$ cat src/rtl/hff_pkg.sv
// hff_pkg: shared types, register indexes and character constants
// of the hex field formatter; depends on nothing
package hff_pkg;

    // configuration register indexes
    typedef enum logic [2:0] {
        REG_UPPER_CASE   = 3'd0,
        REG_ALT_FORM     = 3'd1,
        REG_LEFT_JUSTIFY = 3'd2,
        REG_ZERO_FILL    = 3'd3,
        REG_PREC_GIVEN   = 3'd4,
        REG_MIN_DIGITS   = 3'd5,
        REG_FIELD_WIDTH  = 3'd6
    } t_reg_index;

    // controller states
    typedef enum logic [4:0] {
        S_IDLE  = 5'b00001,
        S_NORM  = 5'b00010,
        S_SIZE  = 5'b00100,
        S_COUNT = 5'b01000,
        S_EMIT  = 5'b10000
    } t_state;

    // configuration as seen by the emitter
    typedef struct packed {
        logic       upper_case;
        logic       alt_form;
        logic       left_justify;
        logic       zero_fill;
        logic       precision_given;
        logic [5:0] min_digits;
        logic [5:0] field_width;
    } t_cfg;

    // commands from the controller to the digit shifter
    typedef struct packed {
        logic load;
        logic step;
        logic shift;
    } t_shift_ctl;

    // status from the digit shifter
    typedef struct packed {
        logic [3:0] nibble;
        logic [3:0] len;
        logic       norm_done;
    } t_shift_sts;

    localparam logic [7:0] CHR_SPACE   = 8'h20;
    localparam logic [7:0] CHR_ZERO    = 8'h30;
    localparam logic [7:0] CHR_X_LOWER = 8'h78;
    localparam logic [7:0] CHR_X_UPPER = 8'h58;
    localparam logic [7:0] CHR_A_LOWER = 8'h61;
    localparam logic [7:0] CHR_A_UPPER = 8'h41;
    localparam logic [3:0] NUM_NIBBLES = 4'd8;

    // ascii of one hex digit
    function automatic logic [7:0] hex_char(input logic [3:0] nib, input logic upper);
        logic [7:0] base;
        base = upper ? CHR_A_UPPER : CHR_A_LOWER;
        if (nib < 4'd10) begin
            hex_char = CHR_ZERO + {4'd0, nib};
        end else begin
            hex_char = base + {4'd0, nib} - 8'd10;
        end
    endfunction

endpackage

$ cat src/rtl/hex_field_formatter.sv
// hex_field_formatter: top level of the printf-style hex field formatter
// depends on hff_pkg, hff_digit_shift and hff_emit
//
// Usage:
//   Input channel i_valid / o_ready carries one 32-bit value per item.
//   Output channel o_valid / i_ready carries one ASCII character per item,
//   o_last on the final character with o_char_total giving the field length;
//   an empty field gives a single item with o_no_char and o_last set.
//   Configuration is written through i_cfg_we / i_cfg_index / i_cfg_data
//   while the block is idle; all registers reset to zero.
// Sequencing:
//   After a value is taken, leading zero digits are stripped one per cycle,
//   the S_SIZE and S_COUNT states size the field, then one character per
//   cycle leaves through the output register while the receiver takes them.
//   A new value is taken as soon as the last character is in the output
//   register, so sizing of the next value overlaps a waiting last character.
// Reset and stalls:
//   Synchronous active-low reset empties the output register and returns
//   the controller to idle. A stalled receiver holds the current character
//   and freezes emission until it is taken.
module hex_field_formatter #(
    parameter int MAX_FIELD = 48
) (
    input  logic        i_clk,
    input  logic        i_rst_n,
    input  logic        i_cfg_we,
    input  logic [2:0]  i_cfg_index,
    input  logic [5:0]  i_cfg_data,
    input  logic        i_valid,
    output logic        o_ready,
    input  logic [31:0] i_value,
    output logic        o_valid,
    input  logic        i_ready,
    output logic [7:0]  o_char_code,
    output logic        o_no_char,
    output logic        o_last,
    output logic [5:0]  o_char_total
);
    import hff_pkg::*;

    t_cfg       r_cfg, n_cfg;
    t_shift_ctl shift_ctl;
    t_shift_sts shift_sts;

    // configuration register writes
    always_comb begin
        n_cfg = r_cfg;
        if (i_cfg_we) begin
            unique case (i_cfg_index)
                REG_UPPER_CASE:   n_cfg.upper_case      = i_cfg_data[0];
                REG_ALT_FORM:     n_cfg.alt_form        = i_cfg_data[0];
                REG_LEFT_JUSTIFY: n_cfg.left_justify    = i_cfg_data[0];
                REG_ZERO_FILL:    n_cfg.zero_fill       = i_cfg_data[0];
                REG_PREC_GIVEN:   n_cfg.precision_given = i_cfg_data[0];
                REG_MIN_DIGITS:   n_cfg.min_digits      = i_cfg_data;
                REG_FIELD_WIDTH:  n_cfg.field_width     = i_cfg_data;
                default:          n_cfg = r_cfg;
            endcase
        end
    end

    always_ff @(posedge i_clk) begin
        if (!i_rst_n) begin
            r_cfg <= '0;
        end else begin
            r_cfg <= n_cfg;
        end
    end

    // digit shift register
    hff_digit_shift u_shift (
        .i_clk   (i_clk),
        .i_rst_n (i_rst_n),
        .i_value (i_value),
        .i_ctl   (shift_ctl),
        .o_sts   (shift_sts)
    );

    // sizing, sequencing and output register
    hff_emit #(
        .MAX_FIELD (MAX_FIELD)
    ) u_emit (
        .i_clk        (i_clk),
        .i_rst_n      (i_rst_n),
        .i_cfg        (r_cfg),
        .i_valid      (i_valid),
        .o_ready      (o_ready),
        .i_sts        (shift_sts),
        .o_ctl        (shift_ctl),
        .o_valid      (o_valid),
        .i_ready      (i_ready),
        .o_char_code  (o_char_code),
        .o_no_char    (o_no_char),
        .o_last       (o_last),
        .o_char_total (o_char_total)
    );

endmodule

$ cat src/rtl/hff_digit_shift.sv
// hff_digit_shift: nibble shift register that strips leading zero digits
// and then hands out one hex digit per shift; depends on hff_pkg
module hff_digit_shift (
    input  logic                i_clk,
    input  logic                i_rst_n,
    input  logic [31:0]         i_value,
    input  hff_pkg::t_shift_ctl i_ctl,
    output hff_pkg::t_shift_sts o_sts
);
    import hff_pkg::*;

    logic [31:0] r_shift, n_shift;
    logic [3:0]  r_len, n_len;
    logic        norm_done;

    // normalization ends at a nonzero top digit or a single digit left
    assign norm_done = (r_len <= 4'd1) || (r_shift[31:28] != 4'd0);

    // load, strip a leading zero, or move to the next digit
    always_comb begin
        n_shift = r_shift;
        n_len   = r_len;
        if (i_ctl.load) begin
            n_shift = i_value;
            n_len   = NUM_NIBBLES;
        end else if (i_ctl.step && !norm_done) begin
            n_shift = {r_shift[27:0], 4'd0};
            n_len   = r_len - 4'd1;
        end else if (i_ctl.shift) begin
            n_shift = {r_shift[27:0], 4'd0};
        end
    end

    always_ff @(posedge i_clk) begin
        if (!i_rst_n) begin
            r_len <= 4'd0;
        end else begin
            r_len <= n_len;
        end
        r_shift <= n_shift;
    end

    assign o_sts.nibble    = r_shift[31:28];
    assign o_sts.len       = r_len;
    assign o_sts.norm_done = norm_done;

endmodule

$ cat src/rtl/hff_emit.sv
// hff_emit: controller that sizes the field, counts out pad, prefix, zeros,
// digits and trailing pad, and holds the output register; depends on hff_pkg
module hff_emit #(
    parameter int MAX_FIELD = 48
) (
    input  logic                i_clk,
    input  logic                i_rst_n,
    input  hff_pkg::t_cfg       i_cfg,
    input  logic                i_valid,
    output logic                o_ready,
    input  hff_pkg::t_shift_sts i_sts,
    output hff_pkg::t_shift_ctl o_ctl,
    output logic                o_valid,
    input  logic                i_ready,
    output logic [7:0]          o_char_code,
    output logic                o_no_char,
    output logic                o_last,
    output logic [5:0]          o_char_total
);
    import hff_pkg::*;

    localparam int CW = ($clog2(MAX_FIELD + 1) > 6) ? $clog2(MAX_FIELD + 1) : 6;
    localparam logic [CW-1:0] PREC_MAX  = CW'(MAX_FIELD - 8);
    localparam logic [CW-1:0] WIDTH_MAX = CW'(MAX_FIELD);
    localparam logic [CW-1:0] PREFIX_LEN = CW'(2);

    t_state r_state, n_state;

    // sizing results
    logic [CW-1:0] r_body, n_body;
    logic [CW-1:0] r_core, n_core;
    logic [CW-1:0] r_width, n_width;
    logic [3:0]    r_len, n_len;
    logic          r_prefix, n_prefix;
    logic          r_zero_pad, n_zero_pad;

    // emission counters
    logic [CW-1:0] r_lead, n_lead;
    logic [1:0]    r_pre, n_pre;
    logic [CW-1:0] r_zeros, n_zeros;
    logic [3:0]    r_digits, n_digits;
    logic [CW-1:0] r_trail, n_trail;
    logic [CW-1:0] r_rem, n_rem;
    logic [CW-1:0] r_tot, n_tot;

    // output register
    logic          r_out_valid, n_out_valid;
    logic [7:0]    r_char, n_char;
    logic          r_no_char, n_no_char;
    logic          r_last, n_last;
    logic [5:0]    r_total, n_total;

    logic          can_load;
    logic          is_zero;
    logic [CW-1:0] len_ext, prec, mind, fw, len_eff, pad;

    assign can_load = !r_out_valid || i_ready;
    assign is_zero  = (i_sts.len == 4'd1) && (i_sts.nibble == 4'd0);
    assign mind     = CW'(i_cfg.min_digits);
    assign fw       = CW'(i_cfg.field_width);
    assign prec     = (mind > PREC_MAX) ? PREC_MAX : mind;
    assign len_ext  = (i_cfg.precision_given && (i_cfg.min_digits == 6'd0) && is_zero)
                      ? '0 : CW'(i_sts.len);
    assign len_eff  = len_ext;
    assign pad      = (r_width > r_core) ? (r_width - r_core) : '0;

    always_comb begin
        n_state     = r_state;
        n_body      = r_body;
        n_core      = r_core;
        n_width     = r_width;
        n_len       = r_len;
        n_prefix    = r_prefix;
        n_zero_pad  = r_zero_pad;
        n_lead      = r_lead;
        n_pre       = r_pre;
        n_zeros     = r_zeros;
        n_digits    = r_digits;
        n_trail     = r_trail;
        n_rem       = r_rem;
        n_tot       = r_tot;
        n_out_valid = r_out_valid && !i_ready;
        n_char      = r_char;
        n_no_char   = r_no_char;
        n_last      = r_last;
        n_total     = r_total;
        o_ready     = 1'b0;
        o_ctl       = '0;

        unique case (r_state)
            // wait for an item and load the shifter
            S_IDLE: begin
                o_ready = 1'b1;
                if (i_valid) begin
                    o_ctl.load = 1'b1;
                    n_state    = S_NORM;
                end
            end
            // strip leading zero digits, one per cycle
            S_NORM: begin
                o_ctl.step = 1'b1;
                if (i_sts.norm_done) begin
                    n_state = S_SIZE;
                end
            end
            // digit count, body, prefix and width
            S_SIZE: begin
                n_len      = len_eff[3:0];
                n_body     = (i_cfg.precision_given && (prec > len_eff)) ? prec : len_eff;
                n_prefix   = i_cfg.alt_form && !is_zero;
                n_core     = n_body + (n_prefix ? PREFIX_LEN : '0);
                n_width    = (fw > WIDTH_MAX) ? WIDTH_MAX : fw;
                n_zero_pad = i_cfg.zero_fill && !i_cfg.precision_given && !i_cfg.left_justify;
                n_state    = S_COUNT;
            end
            // split the padding among its places
            S_COUNT: begin
                n_lead   = (!i_cfg.left_justify && !r_zero_pad) ? pad : '0;
                n_pre    = r_prefix ? 2'd2 : 2'd0;
                n_zeros  = (r_zero_pad ? pad : '0) + (r_body - CW'(r_len));
                n_digits = r_len;
                n_trail  = i_cfg.left_justify ? pad : '0;
                n_rem    = pad + r_core;
                n_tot    = pad + r_core;
                n_state  = S_EMIT;
            end
            // one character per cycle into the output register, while it can take one
            S_EMIT: begin
                if (can_load) begin
                    n_out_valid = 1'b1;
                    n_no_char   = 1'b0;
                    n_last      = (r_rem <= CW'(1));
                    n_total     = (r_rem <= CW'(1)) ? r_tot[5:0] : 6'd0;
                    n_rem       = r_rem - CW'(1);
                    priority if (r_rem == '0) begin
                        n_no_char = 1'b1;
                        n_char    = 8'd0;
                        n_rem     = '0;
                    end else if (r_lead != '0) begin
                        n_char = CHR_SPACE;
                        n_lead = r_lead - CW'(1);
                    end else if (r_pre == 2'd2) begin
                        n_char = CHR_ZERO;
                        n_pre  = 2'd1;
                    end else if (r_pre == 2'd1) begin
                        n_char = i_cfg.upper_case ? CHR_X_UPPER : CHR_X_LOWER;
                        n_pre  = 2'd0;
                    end else if (r_zeros != '0) begin
                        n_char  = CHR_ZERO;
                        n_zeros = r_zeros - CW'(1);
                    end else if (r_digits != 4'd0) begin
                        n_char      = hex_char(i_sts.nibble, i_cfg.upper_case);
                        n_digits    = r_digits - 4'd1;
                        o_ctl.shift = 1'b1;
                    end else begin
                        n_char  = CHR_SPACE;
                        n_trail = r_trail - CW'(1);
                    end
                    if (r_rem <= CW'(1)) begin
                        n_state = S_IDLE;
                    end
                end
            end
            default: begin
                n_state = S_IDLE;
            end
        endcase
    end

    always_ff @(posedge i_clk) begin
        if (!i_rst_n) begin
            r_state     <= S_IDLE;
            r_out_valid <= 1'b0;
            r_lead      <= '0;
            r_pre       <= 2'd0;
            r_zeros     <= '0;
            r_digits    <= 4'd0;
            r_trail     <= '0;
            r_rem       <= '0;
        end else begin
            r_state     <= n_state;
            r_out_valid <= n_out_valid;
            r_lead      <= n_lead;
            r_pre       <= n_pre;
            r_zeros     <= n_zeros;
            r_digits    <= n_digits;
            r_trail     <= n_trail;
            r_rem       <= n_rem;
        end
        r_body     <= n_body;
        r_core     <= n_core;
        r_width    <= n_width;
        r_len      <= n_len;
        r_prefix   <= n_prefix;
        r_zero_pad <= n_zero_pad;
        r_tot      <= n_tot;
        r_char     <= n_char;
        r_no_char  <= n_no_char;
        r_last     <= n_last;
        r_total    <= n_total;
    end

    assign o_valid      = r_out_valid;
    assign o_char_code  = r_char;
    assign o_no_char    = r_no_char;
    assign o_last       = r_last;
    assign o_char_total = r_total;

endmodule

$ cat config.mk
export PLATFORM = sky130hd
export DESIGN_NAME = hex_field_formatter
export DESIGN_NICKNAME = d
export VERILOG_FILES = /design/src/rtl/hff_pkg.sv /design/src/rtl/hex_field_formatter.sv /design/src/rtl/hff_digit_shift.sv /design/src/rtl/hff_emit.sv
export SDC_FILE = /design/constraint.sdc
export NUM_CORES = 1
export LEC_CHECK = 0
export BUFFER_PORTS_ARGS = -buffer_cell sky130_fd_sc_hd__buf_4
export CELL_PAD_IN_SITES_DETAIL_PLACEMENT = 0
export CELL_PAD_IN_SITES_GLOBAL_PLACEMENT = 1
export CORE_MARGIN = 2
export CORE_UTILIZATION = 46
export CTS_CLUSTER_SIZE = 25
export DETAILED_ROUTE_END_ITERATION = 8
export GPL_ROUTABILITY_DRIVEN = 0
export MAX_ROUTING_LAYER = met4
export PLACE_DENSITY = 0.78
export SLEW_MARGIN = 20
export SYNTH_ARGS = -nofsm -noshare
export SYNTH_HDL_FRONTEND = slang
export SYNTH_SLANG_ARGS = --single-unit
export TNS_END_PERCENT = 50
$ cat constraint.sdc
create_clock -name i_clk -period 4.8 [get_ports i_clk]
set_input_delay 0 -clock i_clk [delete_from_list [all_inputs] [get_ports i_clk]]
set_output_delay 0 -clock i_clk [all_outputs]
set_load 0.005 [all_outputs]
---- Yosys cells after proc, flatten, opt, wreduce, memory -nomap -nowiden ----
Cells that the tools add are included.
Widths: inputs -> output; s select.
word-level totals
  output and inout bits ................... 18
  input port bits ......................... 46
  register bits after elaboration ......... 129
  word-level logic and storage cells ...... 194
operators by class
  equality and inequality tests ........... 27
  mux-type cells .......................... 69
  magnitude comparators ................... 7
  bitwise operators ....................... 1
  reductions and logical operators ........ 47
  add/subtract/negate cells ............... 13
operator list
  kind                 number
  $mux 6               20
  $mux 32              3
  $mux 4               10
  $pmux 6 s2           3
  $mux 8               4
  $pmux 5 s5           1
  $mux 5               4
  $add 6x6->6          3
  $reduce_and 2->1     9
  $sub 6x1->6 const B  3
  $mux 1               15
  $mux 2               7
  $ne 2x2->1 const B   7
  $gt 6x6->1           2
  $gt 6x6->1 const B   2
  $logic_not 6->1      2
  $reduce_bool 6->1    2
  $logic_and 1x1->1    10
  $ne 2x1->1 const B   5
  $eq 3x3->1 const B   3
  $add 8x4->8          1
  $pmux 4 s2           1
  $reduce_and 4->1     2
  $reduce_and 8->1     1
  32 further kinds     44

---- Depth between registers and ports, before layout ----
  depth in word-level cells ............... 12
  mapped depth ............................ 18
  gate-level depth less buffers ........... 17

---- By module ----
A second synthesis with hierarchy kept.
unflattened totals
  cell total of the unflattened synthesis .. 665
  area total of the unflattened synthesis .. 6982.9 um2
modules (own cells, without submodules)
  module               seq. area each (um2)  cells each  area an instance (um2)  times used
  hff_emit             1921.8                494         4636.9                  1
  hff_digit_shift      1041.0                104         1647.8                  1
  hex_field_formatter  340.3                 67          698.2                   1

---- Least setup slack after synthesis ----
No wires, ideal clock.
  path type ............................... flip-flop to flip-flop
  start point ............................. reg u_emit.r_core[0]
  end point ............................... reg u_emit.r_zeros[5]
  data arrival time ....................... 3.553 ns
  library setup time ...................... 0.130 ns
  cell stages (with the launch flop) ...... 18
  clock period less this slack ............ 3.683 ns
  path buffers ............................ 1
  required time ........................... 4.670 ns
  slack ................................... 1.117 ns
  cell sequence ........................... edfxtp_1 -> ha_1 -> inv_1 -> fa_1 -> a21oi_1 -> o31ai_1 -> and2_1 -> clkbuf_1 -> nand3_1 -> fa_1 -> inv_1 -> ha_1 -> a21o_1 -> a311o_1 -> a21oi_1 -> xnor2_1 -> xnor2_1 -> o22ai_1
on the way
  word-level cells in the longest chain between the ends .. 5
ends and longest elaborated chain
  what                                       line             RTL
  from (decl)                                hff_emit.sv:31   logic [CW-1:0] r_core, n_core;
  from (signal assigned)                     hff_emit.sv:191  r_core <= n_core;
  $sub 6x6->6 or $gt 6x6->1 (tied branches)  hff_emit.sv:65   assign pad = (r_width > r_core) ? (r_width - r_core) : '0;
  $mux 6 (*)                                 hff_emit.sv:65
  $mux 6 (*)                                 hff_emit.sv:120  n_zeros = (r_zero_pad ? pad : '0) + (r_body - CW'(r_len));
  $add 6x6->6 (*)                            hff_emit.sv:120
  $pmux 6 s2 (*)                             hff_emit.sv:90   unique case (r_state)
  to (signal assigned)                       hff_emit.sv:185  r_zeros <= n_zeros;
  to (decl)                                  hff_emit.sv:40   logic [CW-1:0] r_zeros, n_zeros;
Mark *: on every way between the ends. The rest lies on a longest branch, timed or not.
A chain may end at the register's enable or synchronous reset.

---- Worst setup path in the final report ----
Same ends and word-level chain as after synthesis.

==> out/results.ini <==
[grt]
top_usage_layer = met2
use_met2_pct = 33.8
antenna_found_initial = 0
grt_pass1_wl_um = 25300
grt_use_met3_pct = 5.01
grt_use_total_pct = 20.6
grt_overflow = 0
grt_max_degree = 36
met1_usage_pct = 25.2
grt_pass1_vias = 5352

[yosys]
ys_warn_count = 0
synth_cell_types = 66
ys_ff_latch = 127
synthesis.area_sq_um = 6810
syn_area_per_cell_sq_um = 9.53
async_reset_ff_share_pct = 0
netlist.area_leader.share_pct = 33.5
yosys-top-cells-count = 115 x nand2_1, 76 x edfxtp_1, 73 x nor2_1
synth_top_area_cell = edfxtp_1
syn_inst = 715
synth_most_common_cell = nand2_1
synth_nets = 799
synth-edff-count = 76
ys_dominant_reg_cell = edfxtp_1
seq_area_frac_synth_pct = 48.5
synth_area_leaders = edfxtp_1 33%, dfxtp_1 15%, nand2_1 6.3%, ha_1 5.9%, nor2_1 4.0%

[timing]
hold_violations = 0
worst-slew-pin-transition_ns = 1.00
layout_setup_ws_ns = 0.763
report.final.slew_viol_count = 0
post-route-min-period_ns = 4.04
fin_setup_tns_ns = 0
holdWs_ns = 0.0160
finalCritPeriodShare_pct = 84.1
grt_setup_unrepaired = no
relSlewSlack_pct = 33.1
setup_viol = 0
max_freq_mhz = 248
skew_ns = 0.0111

[cts]
htreeDepth = 4
cts_repair_resize_count = 0
cts_buffer_depth = 2
holdBufCountCts = 45
numCtsBuffers = 17
path_clk_slew_ns = 0.06
clkLatencyLatePin_ns = 0.42
clkSinkCount = 127
tritoncts = yes
postCtsSetupBuffers = 0
ctsRootBufferMaster = clkbuf_16

[finish]
finalNetCount = 902
drive_above_1_share_pct = 13.2
diodes = 0
utilization_pct = 58.4
synthToLayoutAreaGrowth_pct = 24.2

[power]
p_comb_share_pct = 8.5
swShare_pct = 22.8
clockPowerShare_pct = 45.6
finalPower_uw = 2700
internal_power_uw = 2080
leakage_uw = 0.00356
p_sw_uw = 615
powerDensity_nw_per_um2 = 319
ir_worst_vdd_mv = 0.272
pwr-share-seq_pct = 45.9

[status]
status = complete, no violations

[route]
wire_per_inst_um = 14.9
via_per_inst = 5.36
dr.pass1.iters = 5
drt_first_iter_violations = 413
drc_errors = 0
drtAntennaViolNets = 0
postRouteWirelength_um = 15100
num_vias = 5439

[setup_path]
cp_top_family = adder cells
critPathBufInv = 3
arrival_ns = 4.33
cp.required_ns = 5.09
crit_fanout = 12
critPathLaunchType = flip-flop
crit_chain = ha_1 > inv_1 > fa_1 > a21oi_1 > o31ai_1 > buf_4 > and2_1 > nand3_1 > fa_1 > inv_1 > ha_1 > and2_1 > a311o_1 > a21oi_1 > xnor2_1 > xnor2_1 > o22ai_1
cp_slowest_stage_delay_ns = 0.50
cp_slowest_cell = fa_1
critPathKind = reg2reg
crit_path_end_kind = flip-flop

[place]
place_ws_ns = 0.802
place_hpwl_um = 10700
io_buffers = 62

[flow_run]
cap_violations = 0

[worst_hold_path]
hold_class = in2reg

[floorplan]
coreArea_sq_um = 14500
die_width_um = 126
num_rows = 44
die-height_um = 126
num_io_pins = 64
start_util_pct = 47.1
die-area_sq_um = 15800

## stage by stage
| step | cells | instance area [sq um] |
|---|---|---|
| 2_1_floorplan | 715 | 6810 |
| 3_3_place_gp | 938 | 7430 |
| 3_5_place_dp | 938 | 7430 |
| 4_1_cts | 1015 | 8460 |
| 5_1_grt | 1015 | 8460 |
| 6_report | 1015 | 8460 |
## cell families after synthesis
| family | share of synthesized area [%] |
|---|---|
| AND/OR/NAND/NOR | 20.6 |
| AO/OA/AOI/OAI | 12.9 |
| flip-flops | 48.5 |
| buffers and inverters | 4.37 |
| adder cells (fa/ha/maj) | 7.93 |
| XOR/XNOR | 2.70 |
| multiplexers | 2.96 |
| other | 0.0550 |
## worst reg2reg max path, stage by stage (launching register included)
cell      delay, ns
edfxtp_1       0.49
ha_1           0.27
inv_1          0.08
fa_1           0.21
a21oi_1        0.10
o31ai_1        0.21
buf_4          0.21
and2_1         0.28
nand3_1        0.13
fa_1           0.50
inv_1          0.04
ha_1           0.34
and2_1         0.18
a311o_1        0.31
a21oi_1        0.19
xnor2_1        0.15
xnor2_1        0.14
o22ai_1        0.10
## flip-flops by register name (all words and copies together), names as in the netlist
name and flops:
u_emit.o_char_code 7, u_shift.r_shift 32, u_emit.r_rem 6, u_emit.r_zeros 6, u_emit.o_last 1, u_emit.r_prefix 1, u_emit.r_pre 2, u_emit.r_core 6
u_emit.r_tot 6, u_shift.r_len 4, u_emit.r_body 5, r_cfg 17, u_emit.o_char_total 6, u_emit.o_valid 1, u_emit.r_digits 4, u_emit.r_len 4
u_emit.r_lead 6, u_emit.r_zero_pad 1, u_emit.r_width 6, u_emit.r_state 5, u_emit.o_no_char 1
## layout make-up
type | instances | area, sq um
fillers | 1239 | 6020
flip-flops and latches | 127 | 3300
well taps | 184 | 230
multi-input cells | 511 | 3210
clock inverters | 7 | 50.0
clock buffers | 25 | 527
repair buffers | 112 | 953
inverters | 49 | 184
## final timing paths
kind,startpoint,to,slack [ns],cells past startpoint
max,u_emit.r_core[0],u_emit.r_zeros[5],0.76,17
min,i_cfg_we,r_cfg[12],0.02,5
max reg2reg,u_emit.r_core[0],u_emit.r_zeros[5],0.76,17
min reg2reg,r_cfg[5],u_emit.r_width[5],0.48,0
## power by group through the flow
stage | registers [uW] | clock network, uW | logic, uW
final | 1240 | 1230 | 230
after global placement | 1260 | 0 | 195
after floorplan | 1250 | 0 | 136
after CTS | 1240 | 1250 | 230
after detailed placement | 1260 | 0 | 200
after global routing | 1240 | 1310 | 261
## layer usage
layer  part of all wire, %  up-vias
met5                     0        -
met4                   1.2        0
met3                   4.2       18
met2                    49      123
met1                    46     2559
li1                      -     2739
## cell usage in the layout (no fill, tap or decap), drive strengths merged, types with 13 or more instances in the layout
master and n:
and2 18, mux2i 19, edfxtp 76, dfxtp 51, ha 32, clkbuf 25
xnor2 13, o21ai 24, nor2 73, buf 67, a211oi 18, nor3 14
dlygate4sd3 45, nand3 17, a21oi 35, inv 49, nand2 115
Power figures use the tool's default switching activity.
